`config.mk`:
```
export PLATFORM = sky130hd
export DESIGN_NAME = phq_fold_mul
export DESIGN_NICKNAME = d
export VERILOG_FILES = /design/src/rtl/core/phq_pkg.sv /design/src/rtl/core/phq_fold_mul.sv
export SDC_FILE = /design/constraint.sdc
export NUM_CORES = 2
export LEC_CHECK = 0
export BUFFER_PORTS_ARGS = -buffer_cell sky130_fd_sc_hd__buf_2
export CAP_MARGIN = 0
export CELL_PAD_IN_SITES_DETAIL_PLACEMENT = 1
export CELL_PAD_IN_SITES_GLOBAL_PLACEMENT = 1
export CORE_UTILIZATION = 38
export DETAILED_ROUTE_END_ITERATION = 10
export PLACE_DENSITY_LB_ADDON = 0.1
export SLEW_MARGIN = 15
export SYNTH_ARGS = -nofsm -noshare
export SYNTH_HDL_FRONTEND = slang
export SYNTH_SLANG_ARGS = --single-unit
```
`constraint.sdc`:
```
create_clock -name clk -period 15.9 [get_ports clk]
set_input_delay 1.59 -clock clk [delete_from_list [all_inputs] [get_ports clk]]
set_output_delay 1.59 -clock clk [all_outputs]
set_load 0.02 [all_outputs]
```
`src/rtl/core/phq_pkg.sv`:
```
// Package for the perfect-hash query engine: constants, sequencer states and the multiplier request type.
// No dependencies.
`default_nettype none
package phq_pkg;
    localparam int PilotDepth = 65536;
    localparam int PilotAw = $clog2(PilotDepth);
    localparam logic [63:0] K_FULL  = 64'h9e3779b97f4a7c15;
    localparam logic [63:0] K_TAIL  = 64'h517cc1b727220a95;
    localparam logic [63:0] K_FINAL = 64'h94d049bb133111eb;
    localparam logic [63:0] K_SLOT  = 64'hbf58476d1ce4e5b9;

    localparam logic [1:0] REG_SEED  = 2'd0;
    localparam logic [1:0] REG_BCNT  = 2'd1;
    localparam logic [1:0] REG_RANGE = 2'd2;

    localparam logic ACT_WRITE = 1'b0;
    localparam logic ACT_KEY   = 1'b1;

    typedef enum logic [3:0] {
        ST_IDLE,
        ST_MUL1,
        ST_MUL2,
        ST_FIN1,
        ST_FIN2,
        ST_MOD1,
        ST_PREAD,
        ST_PWAIT,
        ST_SMUL,
        ST_MOD2,
        ST_OUT
    } state_t;

    // Unit op: one 32x32 partial product per cycle.
    typedef struct packed {
        logic start;
        logic [63:0] a;
        logic [63:0] b;
    } mul_req_t;
endpackage
`default_nettype wire

```
`src/rtl/core/phq_fold_mul.sv`:
```
// Iterative fold multiply: hi ^ lo of a 64x64 product, one 32x32 partial per cycle.
// Depends on phq_pkg.
`default_nettype none
module phq_fold_mul (
    input  wire logic             clk,
    input  wire logic             rst_n,
    input  wire phq_pkg::mul_req_t req,
    output logic                  done,
    output logic [63:0]           result
);
    import phq_pkg::*;

    logic [63:0]  a_reg, b_reg;
    logic [127:0] acc_reg, acc_next;
    logic [2:0]   cnt_reg, cnt_next;
    logic         busy_reg, busy_next;
    logic [31:0]  xa, xb;
    logic [63:0]  pp;

    always_comb
    begin
        case (cnt_reg[1:0])
            2'd0:
            begin
                xa = a_reg[31:0];  xb = b_reg[31:0];
            end
            2'd1:
            begin
                xa = a_reg[31:0];  xb = b_reg[63:32];
            end
            2'd2:
            begin
                xa = a_reg[63:32]; xb = b_reg[31:0];
            end
            default:
            begin
                xa = a_reg[63:32]; xb = b_reg[63:32];
            end
        endcase
        pp = xa * xb;
    end

    always_comb
    begin
        acc_next = acc_reg;
        cnt_next = cnt_reg;
        busy_next = busy_reg;
        done = !busy_reg && (cnt_reg == 3'd4);
        if (req.start)
        begin
            acc_next = '0;
            cnt_next = '0;
            busy_next = 1'b1;
        end
        else if (busy_reg)
        begin
            case (cnt_reg[1:0])
                2'd0:    acc_next = acc_reg + {64'd0, pp};
                2'd3:    acc_next = acc_reg + {pp, 64'd0};
                default: acc_next = acc_reg + {32'd0, pp, 32'd0};
            endcase
            cnt_next = cnt_reg + 3'd1;
            if (cnt_reg[1:0] == 2'd3)
                busy_next = 1'b0;
        end
        else if (cnt_reg == 3'd4)
        begin
            cnt_next = '0;
        end
    end

    assign result = acc_reg[127:64] ^ acc_reg[63:0];

    always_ff @(posedge clk or negedge rst_n)
    begin
        if (!rst_n)
        begin
            cnt_reg <= '0;
            busy_reg <= 1'b0;
        end
        else
        begin
            cnt_reg <= cnt_next;
            busy_reg <= busy_next;
        end
    end

    always_ff @(posedge clk)
    begin
        acc_reg <= acc_next;
        if (req.start)
        begin
            a_reg <= req.a;
            b_reg <= req.b;
        end
    end
endmodule
`default_nettype wire

```
======== Word level (Yosys, flattened, before mapping) ========
Index checks and enable logic that the tools add are counted.
operators by class
  $add $sub $neg .......................... 4
  multipliers ............................. 1
  equality and inequality tests ........... 4
  multiplexer cells ....................... 9
  bitwise gates (word level) .............. 1
  reduce and logical (&&, ||, !) cells .... 6
operators by type and width
  kind                                                             count
  128-bit one-hot mux with 2 select lines                          1
  128-bit adder                                                    1
  128-bit by 64-bit adder with 128-bit output                      1
  128-bit by 96-bit adder with 128-bit output                      1
  32-bit by 32-bit multiplier with 64-bit output                   1
  32-bit two-way mux                                               2
  64-bit bitwise XOR                                               1
  3-bit two-way mux                                                3
  2-bit == test, second input constant                             2
  2-bit OR reduction                                               2
  3-bit by 1-bit adder with 3-bit output, second input constant    1
  3-bit == test, second input constant                             1
  1-bit two-way mux                                                3
  3-bit nonzero test                                               1
  2-bit by 1-bit == test with 1-bit output, second input constant  1
  2-bit zero test                                                  1
  1-bit logical AND                                                1
  1-bit zero test                                                  1
word-level totals
  bits in registers ....................... 260
  input port bits ......................... 131
  output and inout port bits .............. 65
  word-level logic and storage cells ...... 30

======== Depth between registers and ports, before layout ========
  depth after elaboration ................. 6
  gate-level depth with buffers ........... 52
  mapped depth without buffers ............ 47

======== Worst setup path after synthesis ========
OpenSTA, ideal clock, no wires.
  kind .................................... register to register
  start ................................... register cnt_reg[0]
  end ..................................... register acc_reg[110]
  setup time .............................. 0.114 ns
  data arrival time ....................... 11.650 ns
  required time ........................... 15.786 ns
  path slack .............................. 4.136 ns
  stages on the path, launching flop included .. 49
  path buffers ............................ 5
  clock period less this slack ............ 11.764 ns
  cell sequence ........................... dfrtp_1 > inv_1 > ha_1 > clkbuf_1 > nor2_1 > clkbuf_1 > clkbuf_1 > mux2i_1 > clkbuf_1 > nor2_1 > fa_1 > fa_1 > inv_1 > fa_1 > fa_1 > inv_1 > fa_1 > fa_1 > [... 13 more ...] > o21ai_0 > a21oi_1 > xnor2_1 > ha_1 > a21oi_1 > o21ai_0 > a21oi_1 > a21o_1 > a21oi_1 > o21ai_0 > a31oi_1 > o31ai_1 > clkbuf_1 > nor3_1 > xor2_1 > a221oi_1 > a211oi_1 > a21o_1
on the way
  word-level cells in the longest chain between the ends .. 6
  elaborated cells on any way between the ends .. 13
  those cells by class .................... add/sub (3); mul (1); eq/ne (3); mux (3); reduce/logical (3)
RTL lines
  element                                                                    line                source
  from (decl)                                                                phq_fold_mul.sv:15  logic [2:0] cnt_reg, cnt_next;
  from (signal assigned)                                                     phq_fold_mul.sv:83  cnt_reg <= cnt_next;
  2-bit by 1-bit == test with 1-bit output, or another cell as far along     phq_fold_mul.sv:22  case (cnt_reg[1:0])
  2-bit OR reduction (no line)                                               --
  32-bit two-way mux                                                         phq_fold_mul.sv:22
  32-bit by 32-bit multiplier with 64-bit output                             phq_fold_mul.sv:40  pp = xa * xb;
  128-bit by 96-bit adder with 128-bit output, or another cell as far along  phq_fold_mul.sv:60  default: acc_next = acc_reg + {32'd0, pp, 32'd0};
  128-bit one-hot mux with 2 select lines *                                  phq_fold_mul.sv:57  case (cnt_reg[1:0])
  to (signal assigned)                                                       phq_fold_mul.sv:90  acc_reg <= acc_next;
  to (decl)                                                                  phq_fold_mul.sv:14  logic [127:0] acc_reg, acc_next;
Every way passes the cells marked *; elsewhere a longest branch is shown, timed or not.
A chain may end at the register's enable or synchronous reset.

======== Worst setup path in the final report ========
  start ................................... register cnt_reg[0]
  end ..................................... register acc_reg[102]
Same word-level chain as after synthesis.

==> run_results.csv <==
group,metric,value,unit
routing,postRouteAntennaNets,0,
synth,synthTopCellsByArea,"fa_1 (32%), ha_1 (10%), edfxtp_1 (6.8%), inv_1 (6.2%), nor2_1 (5.4%)",
synth,ys_dominant_reg_cell,"edfxtp_1",
routing,drtIter0Drc,3970,
floorplan,die_y,388.4,µm
routing,drt_wl_total,254500,µm
layout,final_cells,8754,
clock_network,path_clk_slew,0.06,ns
floorplan,die_area,150800,µm²
synth,ys_ff_latch,260,
synth,async_reset_ff_frac,0.01538,
sta,rsz0062_at_grt,"no",
min_path,hold_class,"reg2reg",
floorplan,start_util,0.3833,
synth,mappedNetlistArea,56730,µm²
clock_network,clock-root-buffer,"clkbuf_16",
clock_network,htree_levels,2,
routing,vias_per_cell,5.858,
synth,yosys_warnings,0,
routing,remaining_drc_errors,0,
global_routing,overflow,0,
synth,synth_top_area_frac,0.3172,
layout,post_route_cells_drive_above_1_share,0.09032,
clock_network,cts_tree,"built",
clock_network,cts_setup_buffers,0,
sta,tightest_slew,1.348,ns
worst_setup_path,arrival,15.19,ns
placement,dp_cells,8677,
sta,fmax,68.28,MHz
worst_setup_path,criticalPathCategory,"reg2reg",
synth,synth_most_common_cell,"inv_1",
global_routing,antenna_found_initial,5,
synth,syn_inst,6732,
placement,detailed_place_hpwl,210500,µm
synth,synth-seq-area-share,0.1147,
sta,setup_viol,0,
layout,fin_nets,8286,
synth,synth.avg_cell_area,8.427,µm²
placement,io_buffers,195,
clock_network,clkSinkCount,260,
run,max_cap_viol_count,0,
floorplan,pin_count,196,
sta,fin_crit,14.65,ns
routing,vias,51280,
clock_network,clk_latency,0.65,ns
sta,finalSetupTns,0,ns
routing,first_pass_iters,9,
status,outcome,"finished, final reports clean",
sta,period_share,0.9212,
synth,synth_top_area_cell,"fa_1",
layout,area_growth,9.003,%
synth,synth_cell_types,99,
synth,synth_enable_flop_cells,128,
floorplan,num_rows,141,
global_routing,grt_first_pass_wirelength,373200,µm
floorplan,core,148000,µm²
synth,mappedNetlistNets,8228,
placement,place_congestion,0.9610,
worst_setup_path,cp.required,16.44,ns
clock_network,cts_hold_buf,0,
worst_setup_path,startpoint_type,"register",
clock_network,clock_path_buffers,3,
sta,fin_skew,0.03720,ns
worst_setup_path,end_kind,"register",
worst_setup_path,path_max_fanout,22,
worst_setup_path,path_common_cell,"fa_1",
sta,slew_viol_final,0,
layout,largest_reg_flops,128,
global_routing,grt_usage,0.3378,
floorplan,die_x,388.4,µm
sta,slew_headroom,0.09859,
worst_setup_path,crit_slowest_cell,"mux2i_4",
clock_network,cts_buffers,41,
clock_network,ctsResizeCount,0,
sta,final_hold_viol_count,0,
synth,ys_top_cells_by_count,"inv_1 (935), fa_1 (899), nor2_1 (821)",
worst_setup_path,critPathMaxStageDelay,0.79,ns
global_routing,grt_max_degree,72,
routing,wl_per_cell,29.07,µm
global_routing,grt_pass1_vias,54570,
==> final cells by class <==
class,instances,area [µm²]
fill,17530,86180
multi-input combinational,5185,45780
sequential,260,6507
inverter,936,3513
tap,1930,2415
timing repair buffer,366,2315
clock buffer,51,1094
clock inverter,22,207.7
antenna,4,10.01
==> cells in the final DEF, fill, tap and decap left out, types with 159 or more instances in the layout <==
cell type  Yosys  final
xor2_1       165    165
nand2_1      758    758
o21ai_0      228    228
a21o_1       163    163
buf_2          9    194
fa_1         899    899
ha_1         466    464
a21oi_1      402    402
inv_1        935    935
nor2_1       821    816
buf_4          0    168
xnor2_1      160    159
==> path summary, 6_finish.rpt <==
| check | slack (ns) | endpoint | cells after the start | start |
|---|---|---|---|---|
| min reg2reg | 0.56 | acc_reg[22]$_SDFFE_PP0P_ | 2 | acc_reg[22]$_SDFFE_PP0P_ |
| min in group asynchronous | 0.79 | cnt_reg[2]$_DFFE_PN0P_ | 1 | rst_n |
| max in group asynchronous | 14.90 | busy_reg$_DFF_PN0_ | 1 | rst_n |
| min | 0.56 | acc_reg[22]$_SDFFE_PP0P_ | 2 | acc_reg[22]$_SDFFE_PP0P_ |
| max | 1.25 | acc_reg[102]$_SDFFE_PP0P_ | 43 | cnt_reg[0]$_DFFE_PN0P_ |
| max reg2reg | 1.25 | acc_reg[102]$_SDFFE_PP0P_ | 43 | cnt_reg[0]$_DFFE_PN0P_ |
==> per-layer routing <==
| layer | vias up | track usage | part of all wire |
|---|---|---|---|
| li1 | 22240 | - | - |
| met1 | 26760 | 0.4652 | 0.44 |
| met2 | 1846 | 0.5294 | 0.45 |
| met3 | 436 | 0.04033 | 0.064 |
| met4 | 0 | 0.1559 | 0.053 |
| met5 | - | 0 | 0 |
==> critical path, delay by kind of cell, from the launching register on <==
kind	cells	cell delay, ns
adder cells (fa/ha/maj)	11	5.21
AND/OR/NAND/NOR	9	2.68
XOR/XNOR	2	0.58
buffers and inverters	7	0.92
multiplexers	1	0.79
flip-flops	1	0.39
AO/OA/AOI/OAI	13	3.89
==> kinds of logic (layout without fill, tap and decap cells) <==
kind of cell    after synthesis  count (layout)  synth area share
buf+inv                    1287            1375           0.08549
flops                       260             260            0.1147
fa+ha+maj                  1365            1365            0.4200
mux                         126             126           0.02360
other cells                   0               4                 0
compound gates             1260            1260            0.1447
xor+xnor                    327             327           0.05086
simple gates               2107            2107            0.1607
==> through the flow <==
| step | hold WS (ns) | setup slack, ns | cell area [µm²] | util |
|---|---|---|---|---|
| final | 0.5555 | 1.254 | 61840 | 0.4178 |
| after global routing | 0.5630 | 0.7008 | 61830 | 0.4177 |
| after CTS | 0.5454 | 1.349 | 61830 | 0.4177 |
| after detailed placement | 0.5354 | 1.415 | 60530 | 0.4089 |
| after global placement | 0.5297 | 1.326 | 60480 | 0.4086 |
| after floorplan | 0.4605 | 4.136 | 56730 | - |
Power is left out: the tool's default activity adds up to more than one toggle a clock period on the data nets, which glitch-free logic cannot reach.
