`config.mk`:
```
export PLATFORM = sky130hd
export DESIGN_NAME = phq_mod
export DESIGN_NICKNAME = d
export VERILOG_FILES = /design/src/rtl/core/phq_mod.sv
export SDC_FILE = /design/constraint.sdc
export NUM_CORES = 1
export LEC_CHECK = 0
export ABC_AREA = 1
export BUFFER_PORTS_ARGS = -buffer_cell sky130_fd_sc_hd__buf_4
export CAP_MARGIN = 25
export CORE_MARGIN = 8
export CORE_UTILIZATION = 40
export CTS_BUF_LIST = sky130_fd_sc_hd__clkbuf_8 sky130_fd_sc_hd__clkbuf_16
export DETAILED_ROUTE_END_ITERATION = 16
export SYNTH_ARGS = -nofsm -noshare
export SYNTH_HDL_FRONTEND = slang
export SYNTH_SLANG_ARGS = --single-unit
```
`constraint.sdc`:
```
create_clock -name clk -period 3.4 [get_ports clk]
set_input_delay 0.51 -clock clk [delete_from_list [all_inputs] [get_ports clk]]
set_output_delay 0.51 -clock clk [all_outputs]
set_load 0.005 [all_outputs]
```
`src/rtl/core/phq_mod.sv`:
```
// Restoring modulo unit: 64-bit dividend mod 33-bit divisor, one bit per cycle.
// No package dependency.
`default_nettype none
module phq_mod (
    input  wire logic        clk,
    input  wire logic        rst_n,
    input  wire logic        start,
    input  wire logic [63:0] dividend,
    input  wire logic [32:0] divisor,
    output logic             done,
    output logic [32:0]      remainder
);
    logic [63:0] q_reg, q_next;
    logic [33:0] r_reg, r_next;
    logic [32:0] d_reg;
    logic [6:0]  cnt_reg, cnt_next;
    logic        busy_reg, busy_next;
    logic [33:0] sh;

    always_comb
    begin
        q_next = q_reg;
        r_next = r_reg;
        cnt_next = cnt_reg;
        busy_next = busy_reg;
        done = 1'b0;
        sh = {r_reg[32:0], q_reg[63]};
        if (start)
        begin
            q_next = dividend;
            r_next = '0;
            cnt_next = '0;
            busy_next = 1'b1;
        end
        else if (busy_reg)
        begin
            q_next = {q_reg[62:0], 1'b0};
            r_next = (sh >= {1'b0, d_reg}) ? sh - {1'b0, d_reg} : sh;
            cnt_next = cnt_reg + 7'd1;
            if (cnt_reg == 7'd63)
            begin
                busy_next = 1'b0;
            end
        end
        else if (cnt_reg == 7'd64)
        begin
            done = 1'b1;
            cnt_next = '0;
        end
    end

    assign remainder = r_reg[32:0];

    always_ff @(posedge clk or negedge rst_n)
    begin
        if (!rst_n)
        begin
            cnt_reg <= '0;
            busy_reg <= 1'b0;
        end
        else
        begin
            cnt_reg <= cnt_next;
            busy_reg <= busy_next;
        end
    end

    always_ff @(posedge clk)
    begin
        q_reg <= q_next;
        r_reg <= r_next;
        if (start)
            d_reg <= divisor;
    end
endmodule
`default_nettype wire

```
After elaboration in Yosys (flattened, before gate mapping)
Index checks and enable logic that the tools add are counted.
Widths: inputs -> output; s select.
{"block": "word_totals", "register_bits": 138, "input_bits": 100, "out_inout_bits": 34, "wordCells": 24}
{"block": "classes", "n_addsub": 2, "magnitude_cmp": 1, "eq_ne": 2, "muxes": 12, "reduce_logical": 2}
{"operator": "$mux 64", "count": 2}
{"operator": "$ge 34x33->1", "count": 1}
{"operator": "$mux 33", "count": 1}
{"operator": "$sub 33x33->33", "count": 1}
{"operator": "$mux 7", "count": 3}
{"operator": "$add 7x1->7 const B", "count": 1}
{"operator": "$eq 7x6->1 const B", "count": 1}
{"operator": "$eq 7x7->1 const B", "count": 1}
{"operator": "$mux 1", "count": 6}
{"operator": "$reduce_bool 3->1", "count": 1}
{"operator": "$reduce_bool 2->1", "count": 1}

Depth between registers and ports, before layout
Gate-level depths: netlist (run 1).
{"block": "depth", "ltp_word": 4, "mapped_depth": 17, "depth_no_buf": 16}

Worst setup path before layout (run 1)
OpenSTA, ideal clock, no wires.
{"block": "synth_path", "kind": "input -> output", "from": "input start", "to": "output done", "arrival_ns": 2.838, "required_time_ns": 2.890, "path_slack_ns": 0.052, "path_stages": 4, "path_buffers": 1, "path_cell_list": "nor2_1 > inv_1 > clkbuf_1 > nor2_1"}
{"block": "synth_via", "elab_chain_cells": 1}
{"item": "start, declared", "line_no": "7", "rtl": "input wire logic start,"}
{"item": "$mux 1", "line_no": "28", "rtl": "if (start)"}
{"item": "end, declared", "line_no": "10", "rtl": "output logic done,"}
No other way between the ends.

Worst setup path in the final report (run 1)
{"block": "layout_path", "from": "register q_reg[63]", "to": "register r_reg[14]"}
{"block": "layout_via", "elab_chain_cells": 2, "elab_cells_between_ends": 3, "classes_between": "add/sub (1); order compare (1); mux (1)"}
{"item": "start, declared", "line_no": "13", "rtl": "logic [63:0] q_reg, q_next;"}
{"item": "start signal, assigned", "line_no": "70", "rtl": "q_reg <= q_next;"}
{"item": "$sub 33x33->33 / $ge 34x33->1 (equally long branches)", "line_no": "38", "rtl": "r_next = (sh >= {1'b0, d_reg}) ? sh - {1'b0, d_reg} : sh;"}
{"item": "$mux 33 (*)", "line_no": "38"}
{"item": "end signal, assigned", "line_no": "71", "rtl": "r_reg <= r_next;"}
{"item": "end, declared", "line_no": "14", "rtl": "logic [33:0] r_reg, r_next;"}
Mark *: on every way between the ends. The rest lies on a longest branch, timed or not.
A chain may end at the register's enable or synchronous reset.

==> results of run 1 <==
what timing repair did:
item	4_1_cts	5_1_grt
hold buffers	1	0
gates resized for setup	0	0
hold endpoints to repair	8	0
power breakdown:
group          leakage [nW]  switching [W]  internal [W]  total, W
registers              1.40       0.000214       0.00210   0.00231
logic                  3.78        0.00218       0.00138   0.00356
clock network         0.290       0.000873       0.00105   0.00193
through the flow:
stage                     hold WS (ns)  utilization  cells  instance area (um2)  setup slack (ns)
after global placement          0.3367       0.4653   1555                 9781            0.9508
after global routing            0.2289       0.4942   1588                10390            0.5611
after floorplan                 0.2144            -   1170                 8554           0.05216
final                           0.2467       0.4942   1588                10390            0.7997
after detailed placement        0.3362       0.4653   1555                 9781            0.8157
after CTS                       0.2295       0.4942   1588                10390            0.7930
final cells by class:
| cell class | count | area (um2) |
|---|---|---|
| repair buffers | 140 | 1054 |
| well taps | 275 | 344.1 |
| multi-input cells | 804 | 3872 |
| fillers | 2069 | 10630 |
| clock inverters | 15 | 172.7 |
| flip-flops and latches | 138 | 3774 |
| inverters | 199 | 747.0 |
| clock buffers | 17 | 425.4 |
worst max-delay path by stage:
| stage | start | end |
|---|---|---|
| 2_1_floorplan | start | done |
| 3_3_place_gp | q_reg[63] | r_reg[14] |
| 3_5_place_dp | q_reg[63] | r_reg[14] |
| 4_1_cts | q_reg[63] | r_reg[14] |
| 5_1_grt | q_reg[63] | r_reg[2] |
| 6_report | q_reg[63] | r_reg[14] |
layer usage:
layer,vias up,share of wire,GRT usage
met5,-,0,0
li1,3907,-,-
met3,35,0.063,0.05543
met4,0,0.019,0.05682
met1,3338,0.46,0.2176
met2,166,0.46,0.2824
kinds of logic after synthesis:
group | after synthesis | share of synthesized area
xor+xnor | 16 | 0.01638
buf+inv | 228 | 0.1062
flops | 138 | 0.4411
compound gates | 54 | 0.03408
fa+ha+maj | 36 | 0.05353
simple gates | 698 | 0.3487
synthesized netlist by cell type (10+ instances only):
cell type,number,area [um2]
nand3_1,86,430.4
ha_1,35,437.9
nand2_1,509,1911
xnor2_1,14,122.6
nor2_1,39,146.4
a21oi_1,23,115.1
nand2_2,11,68.82
edfxtp_1,97,2913
o21ai_0,12,60.06
dfxtp_1,33,660.6
inv_1,185,694.4
clkbuf_1,14,52.55
nand3b_1,12,90.09
o21ai_1,10,50.05
==> metrics.md, run 1 <==
| Metric | Value |
|---|---|
| CP max-delay cell | fa_1 |
| Post-synthesis register bit count | 138 |
| CORE AREA | 21020 um2 |
| Clk sinks | 138 |
| Worst setup path category | reg -> reg |
| Worst-path clk slew | 0.07 ns |
| Critical R2R Capture | r_reg[14] |
| Cell variety after synth | 39 |
| Initial antenna violation count | 0 |
| Die Area | 26320 um2 |
| Most frequent cells in the layout | nand2_1, inv_1, buf_4, edfxtp_1, nand3_1 |
| CP bufs+invs | 2 |
| RSZ-0062 raised after global routing | false |
| Maxcap violations | 0 |
| Residual DRC | 0 |
| Min-delay worst type | in -> reg |
| Layout cells sized above 1 | 0.1584 |
| Total power | 0.007795 W |
| R2R Path Start | q_reg[63] |
| Routed length per instance | 14.19 um |
| Worst slew margin | 0.5445 |
| Reg2reg path depth | 13 |
| Synth Warn # | 0 |
| Async set or reset register ratio after synthesis | 0.05797 |
| Final wirelength | 22530 um |
| # diodes | 0 |
| FMAX | 384.6 MHz |
| Top FF cell, synth | edfxtp_1 |
| Worst Setup End Kind | flop |
| Vias/cell | 4.689 |
| Die Y | 162.2 um |
| Max VDD drop | 302.4 uV |
| Antenna Nets Post-Route | 0 |
| Buffer count from post-CTS setup fixing | 0 |
| Nets | 1436 |
| Crit path cell chain | inv_1, ha_1, inv_1, fa_1, nand3_1, nand3_2, nand2_1, nand2_2, nand2_4, nand2_8, nand2_1, nand3_1, o21ai_1 |
| Period utilization | 0.7648 |
| Hold Vio Cnt, Final | 0 |
| Hold Startpoint | divisor[1] |
| WP data required | 3.76 ns |
| Syn Area/Cell | 7.311 um2 |
| GR Overflow Total | 0 |
| Slew Limit Fails | 0 |
| Worst slew pin tran | 0.6833 ns |
| EDFF count, synth | 97 |
| Leakage Power | 5.475 nW |
| Crit path max-delay family | simple AND/OR/NAND/NOR gates |
| Global-route wire length before repair | 36850 um |
| Drt first pass iters | 5 |
| Cell area power density | 750.4 nW/um2 |
| Iteration-0 DRC Markers | 473 |
| CTS tree | built |
| Hold path endpoint | d_reg[1] |
| Cell area after synthesis | 8554 um2 |
| Hold Path Cell Cnt | 1 |
| Worst-skew pair later-pin latency | 0.44 ns |
| Levels on crit path | 13 |
| CP startpoint kind | flop |
| DR vias | 7446 |
| Routability cong. | 0.9012 |
| Clock root buffer master | clkbuf_16 |
| Post-Syn Instances | 1170 |
| Post-synthesis sequential area ratio | 0.4411 |
| Area Overhead vs Synth | 21.44% |
| Die Wd | 162.2 um |
| Clock H-tree levels | 4 |
| R2R setup slack | 0.80 ns |
| Sum Neg Setup Slack | 0 ns |
| Vias in the first global route | 7436 |
| Max Root-Sink Buffers | 2 |
| Max FFs per register | 64 |
| Syn nets | 1306 |
| Num CTS Buffers | 17 |
| Site Rows | 53 |
| Status | finished clean |
| Global-route usage over all layers | 0.1749 |
| IO Count | 134 |
| Initial core utilization | 0.4069 |
| Post-DP HPWL | 16650 um |
| Setup violations, final | 0 |
| Most common cell after layout, fill and taps aside | nand2_1 |
| Fin crit period | 2.600 ns |
| Largest fanout on the critical path | 35 |
| # port buffers | 133 |
| Largest net degree at the start of global routing | 67 |
| Setup Skew | 0.01297 ns |
| Largest stage delay, worst path | 0.44 ns |
| Critical path data arrival time | 2.96 ns |
Note: power is estimated with default switching activity, not from simulation.
==> run 2: changes to the inputs <==
--- a/config.mk
+++ b/config.mk
@@ -5,7 +5,7 @@
 export SDC_FILE = /design/constraint.sdc
 export NUM_CORES = 1
 export LEC_CHECK = 0
-export ABC_AREA = 1
+export ABC_AREA = 0
 export BUFFER_PORTS_ARGS = -buffer_cell sky130_fd_sc_hd__buf_4
 export CAP_MARGIN = 25
 export CORE_MARGIN = 8
==> constraint.sdc (replaced) <==
create_clock -name clk -period 2.4 [get_ports clk]
set_input_delay 0.36 -clock clk [delete_from_list [all_inputs] [get_ports clk]]
set_output_delay 0.36 -clock clk [all_outputs]
set_load 0.005 [all_outputs]
==> metrics.md, run 2 <==
| Metric | Value |
|---|---|
| Status | finished with violations |
| Failing checks | setup timing |
| CP bufs+invs | 2 (unchanged) |
| R2R Path Start | q_reg[63] |
| Largest fanout on the critical path | 5 (-86%) |
| Global-route usage over all layers | 0.1621 (-0.01281) |
| Hold_ws | 0.1042 ns (-0.1426 ns) |
| Nets | 1053 (-27%) |
| Initial antenna violation count | 0 (unchanged) |
| CP startpoint kind | flop |
| Cell variety after synth | 60 (+54%) |
| Clock root buffer master | clkbuf_16 |
| Largest stage delay, worst path | 0.48 ns (+0.04 ns) |
| EDFF count, synth | 97 (unchanged) |
| Worst-skew pair later-pin latency | 0.43 ns (about the same) |
| Residual DRC | 0 (unchanged) |
| Most frequent cells in the layout | buf_4, edfxtp_1, mux2_2, nor2_1, inv_1 |
| CP startpoint | q_reg[63] |
| IO Count | 134 (unchanged) |
| Antenna Nets Post-Route | 0 (unchanged) |
| Post-DP HPWL | 14070 um (-15%) |
| Leading area contributor after synthesis | edfxtp_1 |
| FMAX | 340.4 MHz (-11%) |
| Largest net degree at the start of global routing | 66 (-1.5%) |
| Iteration-0 DRC Markers | 322 (-32%) |
| Area Overhead vs Synth | 38.81% |
| Maxcap violations | 0 (unchanged) |
| CORE AREA | 18520 um2 (-12%) |
| Dpl ws | -0.5205 ns (-1.336 ns) |
| Post-synthesis sequential area ratio | 0.5067 (+0.06559) |
| Critical path data arrival time | 3.23 ns (+0.27 ns) |
| CP max-delay cell | a221o_2 |
| Post-Syn Instances | 663 (-43%) |
| # diodes | 0 (unchanged) |
| WP data required | 2.69 ns (-1.07 ns) |
| RSZ-0062 raised after global routing | true |
| Clock H-tree levels | 4 (unchanged) |
| Top FF cell, synth | edfxtp_1 |
| Worst slew margin | 0.6123 (+0.06785) |
| Min-delay worst type | in -> reg |
| Final wirelength | 18950 um (-16%) |
| Setup violations, final | 33 (+33) |
| Worst Setup End Kind | flop |
| Drt first pass iters | 5 (unchanged) |
| Vias/cell | 5.047 (+7.6%) |
| Worst setup path category | reg -> reg |
| Clk sinks | 138 (unchanged) |
| Post-synthesis register bit count | 138 (unchanged) |
| DR vias | 5875 (-21%) |
| Fill count | 1596 (-23%) |
| Crit path max-delay family | compound AO/OA/AOI/OAI gates |
| Cell area power density | 987.9 nW/um2 (+32%) |
| Slew Limit Fails | 0 (unchanged) |
| R2R setup slack | -0.54 ns (-1.34 ns) |
| Layout cells sized above 1 | 0.4312 (+0.2728) |
| Ranking of synthesized cells by area | edfxtp_1, mux2_2, dfxtp_1, ha_1, mux2i_1 |
| GR Overflow Total | 0 (unchanged) |
| Max Root-Sink Buffers | 2 (unchanged) |
| Critical R2R Capture | r_reg[26] |
| Period utilization | 1.224 (+0.4594) |
| Routed length per instance | 16.28 um (+15%) |
| Max FFs per register | 64 (unchanged) |
| Syn Area/Cell | 11.23 um2 (+54%) |
| Global-route wire length before repair | 30770 um (-17%) |
| CTS tree | built |
| Num CTS Buffers | 17 (unchanged) |
| Hold Vio Cnt, Final | 0 (unchanged) |
| Synth cell count leaders | edfxtp_1, mux2_2, nor2_1 |
| Syn nets | 799 (-39%) |
| Routability cong. | 0.8590 (-4.7%) |
| Die Y | 152.4 um (-6.0%) |
| Die Area | 23240 um2 (-12%) |
| Max VDD drop | 580.2 uV (+92%) |
| Synth Warn # | 0 (unchanged) |
| Setup Skew | 0.01190 ns (-0.001065 ns) |
| # port buffers | 133 (unchanged) |
| Most common cell after layout, fill and taps aside | buf_4 |
| Top-count cell post-synth | edfxtp_1 |
| Sum Neg Setup Slack | -15.79 ns (-15.79 ns) |
| Cell area after synthesis | 7447 um2 (-13%) |
| Site Rows | 50 (-5.7%) |
| Post-synth top area share | 0.3911 (+0.05063) |
| Capture point of the worst path | r_reg[26] |
| Leakage Power | 4.563 nW (-17%) |
| Crit path cell chain | inv_1, ha_2, inv_2, fa_2, a21oi_4, o211ai_2, a211oi_2, or3_4, a21boi_4, a221o_2, mux2_4, mux2i_1, nor2_1 |
| Worst-path clk slew | 0.07 ns (about the same) |
| Final worst slack | -0.5380 ns (-1.338 ns) |
| Async set or reset register ratio after synthesis | 0.05797 (unchanged) |
| Fin crit period | 2.938 ns (+0.3377 ns) |
| Vias in the first global route | 6357 (-15%) |
| Worst slew pin tran | 0.5816 ns (-0.1018 ns) |
| Reg2reg path depth | 13 (unchanged) |
| Initial core utilization | 0.4022 (-0.004778) |
| Die Wd | 152.4 um (-6.0%) |
| Levels on crit path | 13 (unchanged) |
-- run 2: metal layers --
layer  vias up  global-route usage  routed length [um]
met1      2790              0.1851                8170
met5         -                   0                   0
met2       138              0.2732                9110
met3        22             0.06665                1359
li1       2925                   -                   -
met4         0             0.04995                 306
-- run 2: worst register-to-register path: stages, from the launching register on --
cell and delay [ns]:
edfxtp_1 0.40, inv_1 0.07, ha_2 0.18, inv_2 0.04
fa_2 0.36, a21oi_4 0.16, o211ai_2 0.11, a211oi_2 0.26
or3_4 0.18, a21boi_4 0.05, a221o_2 0.48, mux2_4 0.33
mux2i_1 0.14, nor2_1 0.05
-- run 2: logic make-up (layout without fill, tap and decap cells) --
kind of cell / after synthesis / after routing / synth area share
buffers and inverters: 76 / 343 / 0.04469
AND/OR/NAND/NOR: 157 / 157 / 0.09761
multiplexers: 88 / 88 / 0.1295
AO/OA/AOI/OAI: 135 / 135 / 0.1211
XOR/XNOR: 33 / 33 / 0.03881
adder cells (fa/ha/maj): 36 / 36 / 0.06149
flip-flops: 138 / 138 / 0.5067
-- run 2: final cells by class --
| type | count | area [um2] | share of cell area |
|---|---|---|---|
| Clock buffer | 17 | 425.4 | 0.04115 |
| Clock inverter | 15 | 146.4 | 0.01416 |
| Inverter | 47 | 180.2 | 0.01743 |
| Multi-Input combinational cell | 449 | 3475 | 0.3361 |
| Sequential cell | 138 | 3775 | 0.3652 |
| Tap cell | 234 | 292.8 | 0.02832 |
| Timing Repair Buffer | 264 | 2043 | 0.1977 |
-- run 2: where the power goes --
group          total (W)  switching (W)  internal [W]  leakage [nW]
sequential       0.00309       0.000168       0.00292          1.37
combinational    0.00455        0.00208       0.00246          2.91
clock            0.00258        0.00120       0.00138         0.282
-- run 2: through the flow --
| step | util | power, W | instance area [um2] | std cells |
|---|---|---|---|---|
| 3_3_place_gp | 0.5194 | 0.007333 | 9618 | 1128 |
| 4_1_cts | 0.5529 | 0.01004 | 10240 | 1162 |
| 6_report | 0.5582 | 0.01021 | 10340 | 1164 |
| 5_1_grt | 0.5582 | 0.01080 | 10340 | 1164 |
| 2_1_floorplan | - | 0.005601 | 7490 | 663 |
| 3_5_place_dp | 0.5194 | 0.007387 | 9618 | 1128 |
-- run 2: worst min path at each step --
| stage | startpoint | endpoint | depth (start not counted) |
|---|---|---|---|
| 6_report | divisor[3] | d_reg[3] | 1 |
| 5_1_grt | divisor[4] | d_reg[4] | 1 |
| 4_1_cts | divisor[3] | d_reg[3] | 1 |
| 3_5_place_dp | rst_n | cnt_reg[3] | 1 |
| 3_3_place_gp | rst_n | cnt_reg[4] | 1 |
| 2_1_floorplan | rst_n | busy_reg | 0 |
-- run 2: timing repair --
action / 4_1_cts / 5_1_grt
cloned: 0 / 1
hold buffers: 1 / 0
setup endpoints to repair: 33 / 33
gates resized for setup: 11 / 17
setup buffers: 1 / 1
pin swaps: 5 / 6
endpoints found under the hold margin: 8 / 0
